### config.mk
export PLATFORM = sky130hd
export DESIGN_NAME = osss_cell
export DESIGN_NICKNAME = d
export VERILOG_FILES = /design/src/hw/rtl/osss_pkg.sv /design/src/hw/rtl/osss_cell.sv
export SDC_FILE = /design/constraint.sdc
export NUM_CORES = 1
export LEC_CHECK = 0
export ABC_CLOCK_PERIOD_IN_PS = 3600
export BUFFER_PORTS_ARGS = -buffer_cell sky130_fd_sc_hd__buf_2
export CAP_MARGIN = 0
export CELL_PAD_IN_SITES_DETAIL_PLACEMENT = 2
export CELL_PAD_IN_SITES_GLOBAL_PLACEMENT = 2
export CORE_MARGIN = 5
export CORE_UTILIZATION = 22
export CTS_CLUSTER_SIZE = 25
export DETAILED_ROUTE_END_ITERATION = 8
export GPL_TIMING_DRIVEN = 0
export PLACE_DENSITY = 0.92
export SYNTH_ARGS = -nofsm -noshare
export SYNTH_HDL_FRONTEND = slang
export SYNTH_SLANG_ARGS = --single-unit
### constraint.sdc
create_clock -name clk_i -period 3.6 [get_ports clk_i]
set_clock_uncertainty 0.15 [all_clocks]
set_input_delay 0.54 -clock clk_i [delete_from_list [all_inputs] [get_ports clk_i]]
set_output_delay 0.54 -clock clk_i [all_outputs]
set_load 0.005 [all_outputs]
### src/hw/rtl/osss_pkg.sv
// Package for the order statistic sorted set: request and result types,
// mode codes and the control word broadcast along the cell chain.
// No dependencies.
package osss_pkg;

  localparam logic [2:0] MODE_INSERT   = 3'd0;
  localparam logic [2:0] MODE_ERASE    = 3'd1;
  localparam logic [2:0] MODE_CONTAINS = 3'd2;
  localparam logic [2:0] MODE_PRED     = 3'd3;
  localparam logic [2:0] MODE_RANK     = 3'd4;
  localparam logic [2:0] MODE_SELECT   = 3'd5;

  typedef struct packed {
    logic [2:0]         mode;
    logic signed [31:0] key;
    logic [15:0]        rank_in;
  } req_t;

  typedef struct packed {
    logic               hit;
    logic signed [31:0] key_out;
    logic [6:0]         rank_out;
    logic [6:0]         set_size;
    logic               full_drop;
  } rsp_t;

  typedef struct packed {
    logic cmp;
    logic ins;
    logic del;
    logic rd_pred;
    logic rd_sel;
  } cell_op_t;

endpackage

### src/hw/rtl/osss_cell.sv
// One slot of the sorted key chain: holds a key, compares it with the
// broadcast request key and shifts with its neighbors on insert and erase.
// Depends on osss_pkg.
module osss_cell #(
  parameter int IDX = 0,
  parameter int KW  = 32,
  parameter int CW  = 7
) (
  input  logic               clk_i,
  input  logic               rst_ni,
  input  osss_pkg::cell_op_t op_i,
  input  logic [KW-1:0]      key_i,
  input  logic [CW-1:0]      count_i,
  input  logic [15:0]        rank_i,
  input  logic [KW-1:0]      left_key_i,
  input  logic               left_lt_i,
  input  logic [KW-1:0]      right_key_i,
  input  logic               right_le_i,
  output logic [KW-1:0]      key_o,
  output logic               lt_o,
  output logic               le_o,
  output logic               eq_o,
  output logic               bound_o,
  output logic [KW-1:0]      rd_o
);
  import osss_pkg::*;

  logic [KW-1:0] key_q, key_d;
  logic          lt_q, le_q, eq_q, sel_q;
  logic          occ, sel_d, pred;
  logic [31:0]   rank32;

  assign occ    = 32'(count_i) > 32'(IDX);
  assign rank32 = {16'b0, rank_i};
  assign sel_d  = occ && (rank32 == 32'(IDX));

  always_ff @(posedge clk_i or negedge rst_ni) begin
    if (!rst_ni) begin
      lt_q  <= 1'b0;
      le_q  <= 1'b0;
      eq_q  <= 1'b0;
      sel_q <= 1'b0;
    end else if (op_i.cmp) begin
      lt_q  <= occ && ($signed(key_q) <  $signed(key_i));
      le_q  <= occ && ($signed(key_q) <= $signed(key_i));
      eq_q  <= occ && (key_q == key_i);
      sel_q <= sel_d;
    end
  end

  assign bound_o = left_lt_i && !lt_q;
  assign pred    = le_q && !right_le_i;

  always_comb begin
    key_d = key_q;
    if (op_i.ins) begin
      if (bound_o) begin
        key_d = key_i;
      end else if (!left_lt_i) begin
        key_d = left_key_i;
      end
    end else if (op_i.del && !lt_q) begin
      key_d = right_key_i;
    end
  end

  always_ff @(posedge clk_i) begin
    key_q <= key_d;
  end

  assign key_o = key_q;
  assign lt_o  = lt_q;
  assign le_o  = le_q;
  assign eq_o  = eq_q;
  assign rd_o  = ((op_i.rd_pred && pred) || (op_i.rd_sel && sel_q)) ? key_q : '0;

endmodule

# After elaboration in Yosys (flattened, before gate mapping)
# Index checks and enable logic that the tools add are counted.
# W data, S select, Z words.
[classes] add_sub_neg=0 mul=0 div=0 n_lt_le_gt_ge=3 eq_ne=2 shifts=0 muxes=5 n_bitwise=0 reduce_logical=15
[op_table] cell="$mux W32" count=5
[op_table] cell="$eq A32 B32 Y1" count=1
[op_table] cell="$le A32 B32 Y1" count=1
[op_table] cell="$logic_not A32 Y1" count=1
[op_table] cell="$lt A32 B32 Y1" count=1
[op_table] cell="$logic_and A1 B1 Y1" count=9
[op_table] cell="$gt A7 B1 Y1 const B" count=1
[op_table] cell="$ne A3 B2 Y1 const B" count=1
[op_table] cell="$logic_not A1 Y1" count=2
[op_table] cell="$reduce_and A2 Y1" count=1
[op_table] cell="$reduce_bool A2 Y1" count=1
[op_table] cell="$logic_or A1 B1 Y1" count=1
[totals] reg_bits=36 latch_bits=0 ram_bits=0 rom_bits=0 out_inout_bits=68 word_cells=30 memories=0

# Longest topological paths before layout
[depth] ltp_word=5 ltp_mapped=8 depth_no_buf=8

# Worst setup path after synthesis
# No wires, ideal clock.
[synth_path] kind="input to register" from="input op_i[3] (netlist name)" to="register key_q[0] (netlist: key_o[0]), enable pin" setup_ns=0.433 arrival_ns=2.487 path_slack_ns=0.530 stages=3 path_buffers=1 cell_sequence="clkbuf_1 > nor2_1 > o22ai_1"
[synth_between] elab_chain_cells=2 elab_cells_between_ends=3 classes_between="1 x eq/ne; 2 x reduce/logical"
[synth_rtl] item="start, declared" line="osss_cell.sv:11" text="input osss_pkg::cell_op_t op_i,"
[synth_rtl] item="$ne A3 B2 Y1 (no line) or $reduce_bool A2 Y1 (tied branches)"
[synth_rtl] item="$reduce_and A2 Y1 (no line) (*)"
[synth_rtl] item="end signal, assigned" line="osss_cell.sv:68" text="key_q <= key_d;"
[synth_rtl] item="end, declared" line="osss_cell.sv:28" text="logic [KW-1:0] key_q, key_d;"
# Every way passes the cells marked *; elsewhere a longest branch is shown, timed or not.
# A chain may end at the register's enable or synchronous reset.

# Worst setup path in the final report
[layout_path] from="input right_le_i" to="output rd_o[19]"
[layout_between] elab_chain_cells=5
[layout_rtl] item="start, declared" line="osss_cell.sv:18" text="input logic right_le_i,"
[layout_rtl] item="$logic_not A1 Y1" line="osss_cell.sv:52" text="assign pred = le_q && !right_le_i;"
[layout_rtl] item="$logic_and A1 B1 Y1" line="osss_cell.sv:52"
[layout_rtl] item="$logic_and A1 B1 Y1" line="osss_cell.sv:75" text="assign rd_o = ((op_i.rd_pred && pred) || (op_i.rd_sel && sel_q)) ? key_q : '0;"
[layout_rtl] item="$logic_or A1 B1 Y1" line="osss_cell.sv:75"
[layout_rtl] item="$mux W32" line="osss_cell.sv:75"
[layout_rtl] item="end, declared" line="osss_cell.sv:24" text="output logic [KW-1:0] rd_o"
# Every way passes these cells.

==> impl_metrics.ini <==
[layout]
final_util = 0.337
final_area_mm2 = 0.00429
area_delta_synth_final_pct = 48.8
drive_above_1_share = 0.403
final_common_cell = buf_2
final_nets = 680
num_antenna_cells = 0
mostFrequentLayoutCells = buf_2, a21oi_1, inv_1, nor2_1

[drt]
drt-initial-drc-count = 81
postRouteAntennaNets = 0
vias_per_cell = 4.61
wirelength_um = 12700
route.detailed.drc = 0
firstDrtPassIters = 4
vias = 3194
wl_per_cell_um = 18.4

[place]
port_buffers = 194
dpl.hpwl_um = 10900
gp_congestion = 0.813
dpl_cell_area_mm2 = 0.00411

[floorplan]
die_w_um = 124
start_util = 0.226
coreArea_mm2 = 0.0127
die_h_um = 124
num_rows = 41
io_pins = 196
dieArea_mm2 = 0.0155

[setup_path]
critPathMostFrequentCell = buf_2
crit_slowest_cell = clkbuf_1
critPathLaunchType = input pin
critPathKind = input pin to output port
cp_max_fo = 10
cpPeakStageDelay_ps = 450
cp_top_family = buffers and inverters
critical_path_required_ps = 2910
path_cells = buf_2 -> inv_1 -> a32o_1 -> clkbuf_1 -> and2_1 -> buf_2
end_kind = output port
crit_buf_inv = 4
arrival_ps = 1810

[clock_network]
cts_max_level = 2
max-clock-path-buffers = 2
postCtsSetupBuffers = 0
cts-root-buf = clkbuf_16
cts_buffers = 5
cts_resized = 0
cts_tree = yes
path_clk_slew_ps = 60
cts.sinks = 36
clock_latency_ps = 290

[synth]
syn-instance-count = 317
synth_top_area_cell = edfxtp_1
synth_flop_cell = edfxtp_1
synth_seq_area_share = 0.368
async_flop_share = 0.111
synth_nets = 477
ys_ff_latch = 36
synthTopCellsByArea = edfxtp_1, ha_1, mux2i_1
avgSynthCellArea_um2 = 9.09
synth_cell_types = 35
synth_top_area_share = 0.334
yosysWarnings = 0
netlist_area_mm2 = 0.00288
synth_edf_count = 32

[power]
power_density_mw_per_mm2 = 419
p_leak_nw = 2.20
power_mw = 1.79
ir_worst_vdd_uv = 169

[grt]
grt_first_pass_wirelength_um = 20000
antenna_found_initial = 2
grt.overflow.total = 0
grt_max_degree = 18
grt_pass1_vias = 3696
grtUsageTotal = 0.160

[timing]
maxSlewHeadroom = 0.511
rsz0062_at_grt = no
fin_crit_sh = 0.695
setup_violations = 0
finalHoldViolCount = 0
period_needed_ps = 2500
timing.fmax_ghz = 0.400
finalMaxSlewViolations = 0
worst_slew_pin_slew_ps = 734

[run_status]
status = finished clean

[worst_hold_path]
hp-class = input pin to flip-flop

[job]
maxCapViolCount = 0
logic make-up after synthesis:
| family | share of synthesized area |
|---|---|
| DFF | 0.368 |
| and+or+nand+nor | 0.196 |
| adders and majority gates | 0.139 |
| muxes | 0.111 |
| buffers and inverters | 0.0665 |
| AOI/OAI and AO/OA | 0.119 |
worst register-to-register path, stage by stage (launching register included):
cell and delay, ps:
edfxtp_1 420, ha_1 340, nand4_2 150, nor3_1 420, a21boi_1 320, or4_1 200, a211o_1 150, nand3_1 80
metal layers:
metal / GRT usage / routed length, µm / up-vias
li1: - / - / 1531
met1: 0.176 / 5120 / 1524
met2: 0.307 / 6790 / 124
met3: 0.0450 / 747 / 11
met4: 0.0258 / 65 / 4
met5: 0 / 27 / -
synthesized netlist by cell type, types with 3 or more instances:
library cell / count
a21oi_1: 44
inv_1: 36
nor2_1: 36
and2_1: 32
edfxtp_1: 32
ha_1: 32
mux2i_1: 32
clkbuf_1: 9
nand2_1: 8
nand4_1: 8
nand3_1: 6
nor4_1: 5
dfrtp_1: 4
o21ai_0: 4
buf_2: 3
metrics by stage:
stage	setup TNS (ps)	setup slack [ps]	hold WS (ps)	instances
after floorplan	0	530	94.4	317
after global placement	-25810	-810	197	683
after detailed placement	0	942	200	684
after CTS	0	993	339	693
after global routing	0	912	352	693
final	0	1100	348	693
cell type report:
cell class / instances / area (µm²)
Buffer: 14 / 56.3
Multi-Input combinational cell: 231 / 1640
Inverter: 36 / 135
Sequential cell: 36 / 1060
Tap cell: 172 / 215
Clock inverter: 3 / 42.5
Clock buffer: 5 / 125
Timing Repair Buffer: 196 / 1010
Fill cell: 1518 / 8440
final timing paths:
kind / startpoint / to / slack [ps] / depth (start not counted)
max: right_le_i / rd_o[19] / 1100 / 6
min: op_i[4] / eq_o / 350 / 2
max reg2reg: key_o[13] / lt_o / 1260 / 7
min reg2reg: sel_q / sel_q / 370 / 1
max in group asynchronous: rst_ni / eq_o / 2730 / 2
min in group asynchronous: rst_ni / lt_o / 460 / 2
sequential cells by signal (all words and copies together), names as in the netlist:
| signal | count |
|---|---|
| eq_o | 1 |
| lt_o | 1 |
| key_o | 32 |
| sel_q | 1 |
| le_o | 1 |
repair_timing:
item	in CTS	in global routing
setup endpoints to repair	0	0
hold buffers	1	0
endpoints found under the hold margin	4	0
where the power goes:
part           switching, mW  internal (mW)  total [mW]  leakage, nW
sequential            0.0677          0.564       0.631        0.365
clock                  0.187          0.326       0.513       0.0798
combinational          0.349          0.302       0.651         1.76
total                  0.603           1.19        1.79         2.20
Note: power is estimated with default switching activity, not from simulation.
